**src/hw/rtl/woc_pkg.sv**
```systemverilog
// Shared constants, types and helper functions for the weighted online covariance block.
package woc_pkg;

	localparam int SIZE = 16;
	localparam int IW = $clog2(SIZE);
	localparam int CW = $clog2(SIZE + 1);
	localparam int AW = $clog2(SIZE * SIZE);

	localparam logic [1:0] KIND_SAMPLE = 2'd0;
	localparam logic [1:0] KIND_READ   = 2'd1;
	localparam logic [1:0] KIND_CLEAR  = 2'd2;

	localparam logic signed [63:0] COV_MAX = 64'sh7FFF_FFFF_FFFF_FFFF;
	localparam logic signed [63:0] COV_MIN = 64'sh8000_0000_0000_0000;

	typedef struct packed {
		logic signed [47:0] mean;
		logic signed [47:0] dev;
	} cell_t;

	typedef enum logic [3:0] {
		ST_IDLE,
		ST_READ,
		ST_PAD,
		ST_MEAN_GO,
		ST_MEAN_MUL,
		ST_MEAN_DIV,
		ST_F_GO,
		ST_F_MUL,
		ST_F_DIV,
		ST_COV_GO,
		ST_COV_MUL1,
		ST_COV_MUL2,
		ST_COV_WR,
		ST_COV_ROT
	} state_t;

	function automatic logic signed [47:0] clamp48(input logic signed [48:0] v);
		logic signed [47:0] r;
		if (v[48] != v[47]) begin
			r = v[48] ? 48'sh8000_0000_0000 : 48'sh7FFF_FFFF_FFFF;
		end else begin
			r = v[47:0];
		end
		return r;
	endfunction

	function automatic logic [47:0] mag48(input logic signed [47:0] d);
		logic [47:0] r;
		r = d[47] ? 48'(-d) : 48'(d);
		return r;
	endfunction

endpackage

```
**src/hw/rtl/woc_cell.sv**
```systemverilog
// One cell of the rotating chain: holds a mean entry and its deviation.
module woc_cell (
	input  logic          clk,
	input  logic          arst_n,
	input  logic          clr,
	input  logic          shift,
	input  woc_pkg::cell_t nbr,
	output woc_pkg::cell_t q
);
	import woc_pkg::*;

	logic signed [47:0] mean_q;
	logic signed [47:0] dev_q;

	always_ff @(posedge clk or negedge arst_n) begin
		if (!arst_n) begin
			mean_q <= '0;
		end else if (clr) begin
			mean_q <= '0;
		end else if (shift) begin
			mean_q <= nbr.mean;
		end
	end

	always_ff @(posedge clk) begin
		if (shift) begin
			dev_q <= nbr.dev;
		end
	end

	assign q.mean = mean_q;
	assign q.dev  = dev_q;

endmodule

```
**config.mk**
```make
export PLATFORM = sky130hd
export DESIGN_NAME = woc_cell
export DESIGN_NICKNAME = d
export VERILOG_FILES = /design/src/hw/rtl/woc_pkg.sv /design/src/hw/rtl/woc_cell.sv
export SDC_FILE = /design/constraint.sdc
export NUM_CORES = 1
export LEC_CHECK = 0
export BUFFER_PORTS_ARGS = -buffer_cell sky130_fd_sc_hd__buf_2
export CORE_MARGIN = 1.5
export CORE_UTILIZATION = 47
export DETAILED_ROUTE_END_ITERATION = 16
export GPL_TIMING_DRIVEN = 1
export PLACE_DENSITY = 0.85
export SYNTH_ARGS = -nofsm -noshare
export SYNTH_HDL_FRONTEND = slang
export SYNTH_SLANG_ARGS = --single-unit
```
**constraint.sdc**
```tcl
create_clock -name clk -period 2.25 [get_ports clk]
set_clock_uncertainty 0.1 [all_clocks]
set_input_delay 0.45 -clock clk [delete_from_list [all_inputs] [get_ports clk]]
set_output_delay 0.45 -clock clk [all_outputs]
set_load 0.02 [all_outputs]
```
==> results.sh <==
export IMPL_status="complete, no violations"
export IMPL_cts_buffers=9
export IMPL_clkPwrFrac_pct=36.3
export IMPL_syn_to_final_growth_pct=37.64
export IMPL_fmax_mhz=674.2
export IMPL_clockBufferDepth=2
export IMPL_p_int_w=0.003023
export IMPL_grt_util_all_layers_pct=19.20
export IMPL_rsz0062_at_grt="no"
export IMPL_critical_path_max_fanout=1
export IMPL_clk_pin_slew_ps=90
export IMPL_via_per_inst=4.697
export IMPL_arrival_ps=930
export IMPL_num_rows=30
export IMPL_tritoncts="done"
export IMPL_synth_distinct_cells=9
export IMPL_antenna_found_initial=0
export IMPL_powerDensity_nw_per_um2=843.5
export IMPL_ioPinCount=196
export IMPL_drt_pass1_iter_count=4
export IMPL_num_antenna_cells=0
export IMPL_worst_setup_path_type="reg2out"
export IMPL_power_switching_share_pct=23.66
export IMPL_switchingPower_w=0.0009371
export IMPL_clk_latency_ps=340
export IMPL_hp_class="in2async"
export IMPL_ys_warn_count=0
export IMPL_relSlewSlack_pct=45.82
export IMPL_cp_cell_sequence="buf_2"
export IMPL_p_leak_nw=2.445
export IMPL_grt_max_degree=97
export IMPL_worst_path_buf_inv=1
export IMPL_port_buffers=195
export IMPL_design_core_area_um2=6907
export IMPL_dp_cells=485
export IMPL_dieArea_um2=7777
export IMPL_timing_final_hold_violations=0
export IMPL_gp_congestion=0.7746
export IMPL_syn_avg_cell_area_um2=16.80
export IMPL_fin_crit_ps=1483
export IMPL_cts_resized=0
export IMPL_via_count=2353
export IMPL_worst_path_max_delay_cell="edfxtp_1"
export IMPL_die_h_um=88.19
export IMPL_drtIter0Drc=65
export IMPL_setup_viol=0
export IMPL_netlist_instances=203
export IMPL_nets=500
export IMPL_yosysSeqAreaShare_pct=77.48
export IMPL_route_detailed_drc=0
export IMPL_synth_top_cell_by_area="edfxtp_1"
export IMPL_routed_wl_mm=7.554
export IMPL_syn_area_um2=3411
export IMPL_async_flop_share_pct=50.00
export IMPL_grt_pass1_wl_mm=10.91
export IMPL_grt_ovfl_total=0
export IMPL_clock_sinks=96
export IMPL_grt_pass1_vias=2341
export IMPL_end_kind="output pin"
export IMPL_synth_ff_type="edfxtp_1"
export IMPL_pwr_share_seq_pct=50.8
export IMPL_cp_required_ps=1700
export IMPL_worst_slew_pin_transition_ps=812.7
export IMPL_cts_setup_buffers=0
export IMPL_dieWidth_um=88.19
export IMPL_synth_common_cells="dfrtp_1 (48), edfxtp_1 (48), mux2i_1 (48), nor2_1 (48)"
export IMPL_ir_worst_vdd_mv=0.6026
export IMPL_synth_seq_cells=96
export IMPL_setup_tns_final_ps=0
export IMPL_fin_crit_sh_pct=65.92
export IMPL_cp_slowest_stage_delay_ps=410
export IMPL_power_frac_comb_pct=12.9
export IMPL_crit_path_start_kind="register"
export IMPL_ant_nets=0
export IMPL_synth_top_area_share_pct=42.26
export IMPL_initial_core_util_pct=49.38
export IMPL_dpl_hpwl_mm=5.535
export IMPL_syn_nets=303
export IMPL_layout_drive_gt1_share_pct=52.35
export IMPL_netlist_top_cells_area="edfxtp_1 (42%), dfrtp_1 (35%), mux2i_1 (14%)"
export IMPL_clockRootBuffer="clkbuf_8"
export IMPL_synth_edf_count=48
export IMPL_cap_violations=0
export IMPL_wl_per_cell_um=15.08
export IMPL_crit_family="flip-flops"
export IMPL_h_tree_depth=3
export IMPL_postCtsHoldBufs=0
export IMPL_fin_cells=501
export IMPL_slew_viol_final=0
path summary, 6_finish.rpt:
path / start / endpoint / slack, ps / depth (start not counted)
worst max register to register: mean_q[34] / mean_q[34] / 1400 / 2
worst max-delay path: dev_q[21] / q[21] / 770 / 1
max in group asynchronous: arst_n / mean_q[14] / 1560 / 2
min in group clk: nbr[16] / dev_q[16] / 160 / 1
worst min-delay path: arst_n / mean_q[30] / 80 / 2
worst min register to register: mean_q[43] / mean_q[43] / 420 / 2
flip-flops by register name (all words and copies together), names as in the netlist:
| name | cells |
|---|---|
| mean_q | 48 |
| dev_q | 48 |
layout make-up:
class,count,area (um^2)
Clock buffer,10,127.6
Clock inverter,6,137.6
Fill cell,534,2212
Multi-Input combinational cell,96,660.6
Sequential cell,96,2643
Tap cell,96,120.1
Timing Repair Buffer,197,1006
through the flow:
| step | hold slack (ps) | power [W] | instance area (um^2) | utilization (%) | setup WS, ps |
|---|---|---|---|---|---|
| 3_5_place_dp | 402.4 | 0.002568 | 4429 | 64.13 | 626.9 |
| 2_1_floorplan | 54.41 | 0.002322 | 3411 | - | 1018 |
| 5_1_grt | 111.9 | 0.004114 | 4695 | 67.97 | 722.6 |
| 4_1_cts | 88.42 | 0.004008 | 4695 | 67.97 | 746.0 |
| 3_3_place_gp | 394.8 | 0.002551 | 4429 | 64.13 | 674.1 |
| 6_report | 76.97 | 0.003960 | 4695 | 67.97 | 766.8 |
cell families after synthesis:
group                  after synthesis  synth area share, %
DFF                                 96                77.48
muxes                               48                14.09
and+or+nand+nor                     48                5.282
buffers and inverters               11                3.155
cells in the final DEF (no fill, tap or decap), drive strengths merged:
cell type,count
nor2,48
mux2i,48
bufinv,4
buf,197
inv,2
dfrtp,48
clkbuf,10
edfxtp,48
routing by layer:
metal | up-vias | wire length (um) | GRT usage [%]
met1 | 1110 | 2754 | 21.05
met3 | 11 | 769 | 8.200
met4 | 0 | 142 | 7.102
li1 | 1099 | - | -
met5 | - | 0 | 0
met2 | 133 | 3887 | 33.24
power groups by stage:
stage / registers (W) / logic, W / clock network, W
finish: 0.00201 / 0.000511 / 0.00144
floorplan: 0.00221 / 0.000116 / 0
global placement: 0.00205 / 0.000505 / 0
detailed placement: 0.00205 / 0.000518 / 0
CTS: 0.00201 / 0.000518 / 0.00148
global route: 0.00203 / 0.000549 / 0.00154
Power figures use the tool's default switching activity.
