[config.mk]
export PLATFORM = sky130hd
export DESIGN_NAME = woc_div
export DESIGN_NICKNAME = d
export VERILOG_FILES = /design/src/hw/rtl/woc_div.sv
export SDC_FILE = /design/constraint.sdc
export NUM_CORES = 1
export LEC_CHECK = 0
export ABC_AREA = 1
export BUFFER_PORTS_ARGS = -buffer_cell sky130_fd_sc_hd__buf_2
export CORE_ASPECT_RATIO = 0.8
export CORE_MARGIN = 5
export CORE_UTILIZATION = 55
export CTS_CLUSTER_SIZE = 40
export DETAILED_ROUTE_END_ITERATION = 6
export PLACE_DENSITY = 0.9
export SLEW_MARGIN = 20
export SYNTH_ARGS = -nofsm -noshare
export SYNTH_HDL_FRONTEND = slang
export SYNTH_SLANG_ARGS = --single-unit
[constraint.sdc]
create_clock -name clk -period 3.12 [get_ports clk]
set_input_delay 0.78 -clock clk [delete_from_list [all_inputs] [get_ports clk]]
set_output_delay 0.78 -clock clk [all_outputs]
set_load 0.03 [all_outputs]
[src/hw/rtl/woc_div.sv]
// Restoring divider, one quotient bit per cycle; the quotient must fit in 48 bits.
module woc_div (
	input  logic        clk,
	input  logic        arst_n,
	input  logic        go,
	input  logic [79:0] num,
	input  logic [31:0] den,
	output logic [47:0] quo,
	output logic        done,
	output logic        busy
);
	logic [31:0] rem_q;
	logic [47:0] low_q;
	logic [31:0] den_q;
	logic [5:0]  cnt_q;
	logic        run_q;
	logic        done_q;
	logic [32:0] t;
	logic [32:0] diff;
	logic        ge;

	assign t    = {rem_q, low_q[47]};
	assign diff = t - {1'b0, den_q};
	assign ge   = t >= {1'b0, den_q};

	always_ff @(posedge clk or negedge arst_n) begin
		if (!arst_n) begin
			run_q  <= 1'b0;
			cnt_q  <= '0;
			done_q <= 1'b0;
		end else begin
			done_q <= 1'b0;
			if (go) begin
				run_q <= 1'b1;
				cnt_q <= '0;
			end else if (run_q) begin
				cnt_q <= cnt_q + 6'd1;
				if (cnt_q == 6'd47) begin
					run_q  <= 1'b0;
					done_q <= 1'b1;
				end
			end
		end
	end

	// The quotient bits shift in behind the dividend bits as they are consumed.
	always_ff @(posedge clk) begin
		if (go) begin
			rem_q <= num[79:48];
			low_q <= num[47:0];
			den_q <= den;
		end else if (run_q) begin
			rem_q <= ge ? diff[31:0] : t[31:0];
			low_q <= {low_q[46:0], ge};
		end
	end

	assign quo  = low_q;
	assign done = done_q;
	assign busy = run_q;

endmodule

==> impl_metrics.env <==
export IMPL_layout_drive_gt1_share_pct=19.2
export IMPL_io_buffers=164
export IMPL_ys_seq_elements=120
export IMPL_startpoint_type="flip-flop"
export IMPL_drtIter0Drc=756
export IMPL_overflow=0
export IMPL_hold_viol=0
export IMPL_dpl_cell_count=1390
export IMPL_max_vdd_ir_drop_v=0.000740
export IMPL_cts_setup_buffers=0
export IMPL_clock_sinks=120
export IMPL_combPwrFrac_pct=48.2
export IMPL_synth_edf_count=112
export IMPL_cp_startpoint="rem_q[23]"
export IMPL_cts_max_level=4
export IMPL_cts_hold_buffers=0
export IMPL_dr_pass1_iters=7
export IMPL_synthCells=1060
export IMPL_critPathRequiredTime_ns=3.29
export IMPL_ioPinCount=165
export IMPL_ys_async_sr_fraction_pct=6.67
export IMPL_n_antenna_cell=0
export IMPL_num_rows=39
export IMPL_status="finished clean"
export IMPL_synthDistinctLibCells=34
export IMPL_clockPowerShare_pct=23.0
export IMPL_tightestPinTransition_ns=1.05
export IMPL_ant_nets=0
export IMPL_grt_pass1_wl_mm=35.2
export IMPL_synthFlopType="edfxtp_1"
export IMPL_power_density_nw_per_um2=854
export IMPL_dp_hpwl_mm=16.4
export IMPL_yosysTopAreaCell="edfxtp_1"
export IMPL_antenna_found_initial=0
export IMPL_cts_tree="yes"
export IMPL_die_h_um=117
export IMPL_min_period_over_period_pct=86.1
export IMPL_start_util_pct=55.8
export IMPL_max_freq_ghz=0.372
export IMPL_grt_usage_pct=26.1
export IMPL_reg2reg_slack_ns=0.43
export IMPL_numCtsBuffers=17
export IMPL_rr_worst_depth=13
export IMPL_crit_arrival_ns=2.86
export IMPL_fin_crit_ns=2.69
export IMPL_dpl_cell_area_um2=8890
export IMPL_worstPathMaxFanout=33
export IMPL_yosys_warnings=0
export IMPL_setup_violations=0
export IMPL_routed_via_density=5.20
export IMPL_ys_top_cells_by_area="edfxtp_1, nand2_1, inv_1, ha_1, nand3_1"
export IMPL_n_fill_cell=1179
export IMPL_dieArea_um2=16900
export IMPL_finish_instance_area_um2=9450
export IMPL_p_int_uw=4610
export IMPL_ys_seq_area_share_pct=45.0
export IMPL_grt_start_max_net_pins=81
export IMPL_rsz0062_at_grt="false"
export IMPL_swShare_pct=42.9
export IMPL_insertion_delay_ns=0.42
export IMPL_setup_tns_ns=0
export IMPL_wl_mm=21.7
export IMPL_final_cells=1422
export IMPL_syn_area_per_cell_um2=7.47
export IMPL_vias=7394
export IMPL_relSlewSlack_pct=30.0
export IMPL_worstReg2RegEnd="rem_q[27]"
export IMPL_nNetsFinal=1374
export IMPL_max_cap_violations=0
export IMPL_cts_root_buffer="clkbuf_16"
export IMPL_synth_nets=1209
export IMPL_dieWidth_um=144
export IMPL_cts_buffer_depth=2
export IMPL_fin_hold_ws_ns=0.196
export IMPL_power_leakage_uw=0.00518
export IMPL_worstReg2RegStart="rem_q[23]"
export IMPL_skew_ns=0.00876
export IMPL_finalWeightedCongestion=0.928
export IMPL_p_sw_uw=3460
export IMPL_maxSlewViolCount=0
export IMPL_drc=0
export IMPL_hold_path_class="primary input to async pin"
export IMPL_endpoint_kind="flip-flop"
export IMPL_p_seq_share_pct=28.8
export IMPL_syn_cell_area_um2=7920
export IMPL_yosysTopAreaCellShare_pct=42.5
export IMPL_ctsResizeCount=0
export IMPL_grt_pass1_vias=7223
export IMPL_area_growth_synth_to_final_pct=19.3
export IMPL_core_area_um2=14200
export IMPL_clk_pin_slew_ns=0.06
export IMPL_path_class="flip-flop to flip-flop"
export IMPL_wire_per_inst_um=15.2
## power groups by stage
stage	registers (µW)	logic, µW	clock network (µW)
after global routing	2360	4370	1950
final	2320	3890	1860
after CTS	2320	3830	1870
after floorplan	2410	2850	0
after detailed placement	2340	3800	0
after global placement	2330	3700	0
## routing by layer
| layer | part of all wire, % | vias up | GRT usage (%) | wire [µm] |
|---|---|---|---|---|
| met4 | 1.2 | 0 | 6.00 | 262 |
| met1 | 43 | 3385 | 35.7 | 9290 |
| li1 | - | 3653 | - | - |
| met5 | 0 | - | 0 | 0 |
| met3 | 10 | 23 | 7.49 | 2270 |
| met2 | 45 | 333 | 41.4 | 9850 |
## layout make-up
type / count / area (µm²) / share of cell area [%]
flip-flops and latches: 120 / 3560 / 37.7
clock inverters: 14 / 128 / 1.35
clock buffers: 18 / 429 / 4.54
inverters: 167 / 627 / 6.63
repair buffers: 173 / 891 / 9.43
well taps: 184 / 230 / 2.44
multi-input cells: 746 / 3580 / 37.9
## cell families after synthesis
kind of cell    share of synthesized area (%)
fa+ha+maj                                5.47
xor+xnor                                 1.55
compound gates                           2.09
flops                                    45.0
simple gates                             36.0
buf+inv                                  9.88
## metrics by stage
stage / utilization [%] / power (µW) / setup WS [ns]
after floorplan: - / 5260 / 0.214
after global placement: 62.6 / 6030 / 0.471
after detailed placement: 62.6 / 6140 / 0.494
after CTS: 66.5 / 8020 / 0.472
after global routing: 66.5 / 8680 / 0.283
final: 66.5 / 8070 / 0.434
## worst max-delay path, cell delays in order (launching register included)
cell      delay (ns)
edfxtp_1        0.40
ha_1            0.42
nand2_1         0.11
nand2_1         0.08
inv_1           0.08
nand2_1         0.10
a21oi_2         0.16
nor2_2          0.06
nor2_4          0.38
nand2_8         0.25
nand2_1         0.20
nand2_1         0.07
nand2_1         0.06
nand2_1         0.04
## layout by cell type, fill, tap and decap left out, drive strengths merged, types with 8 or more instances in the layout
master	count
inv	169
nor2	58
nand2	493
a21oi	20
clkinv	9
edfxtp	112
nand3	73
buf	173
clkbuf	18
xnor2	13
nand3b	26
dfrtp	8
ha	33
nand4	10
## how the worst max path moves through the flow
stage | to | slack (ns)
floorplan | quo[0] | 0.21
global placement | rem_q[27] | 0.47
detailed placement | rem_q[27] | 0.49
CTS | rem_q[27] | 0.47
global route | rem_q[27] | 0.28
finish | rem_q[27] | 0.43
## Yosys cell counts, types with 2 or more instances
| master | count |
|---|---|
| inv_1 | 163 |
| nor2_1 | 49 |
| nand3b_1 | 26 |
| buf_6 | 3 |
| edfxtp_1 | 112 |
| dfrtp_1 | 8 |
| nand4_1 | 10 |
| nand2_2 | 6 |
| and2_1 | 2 |
| o21ai_0 | 7 |
| buf_1 | 4 |
| inv_2 | 4 |
| xnor2_1 | 13 |
| buf_4 | 2 |
| nor2_2 | 8 |
| nand3_1 | 63 |
| nand2_1 | 485 |
| a21oi_2 | 2 |
| a21oi_1 | 18 |
| ha_1 | 33 |
| buf_2 | 6 |
| nand3_2 | 10 |
| clkbuf_1 | 11 |
| nor3_1 | 5 |
## state kept, by name, summed over array words and instances (netlist names)
| register | flops |
|---|---|
| cnt_q | 6 |
| den_q | 32 |
| done | 1 |
| rem_q | 32 |
| quo | 48 |
| busy | 1 |
Power figures use the tool's default switching activity.
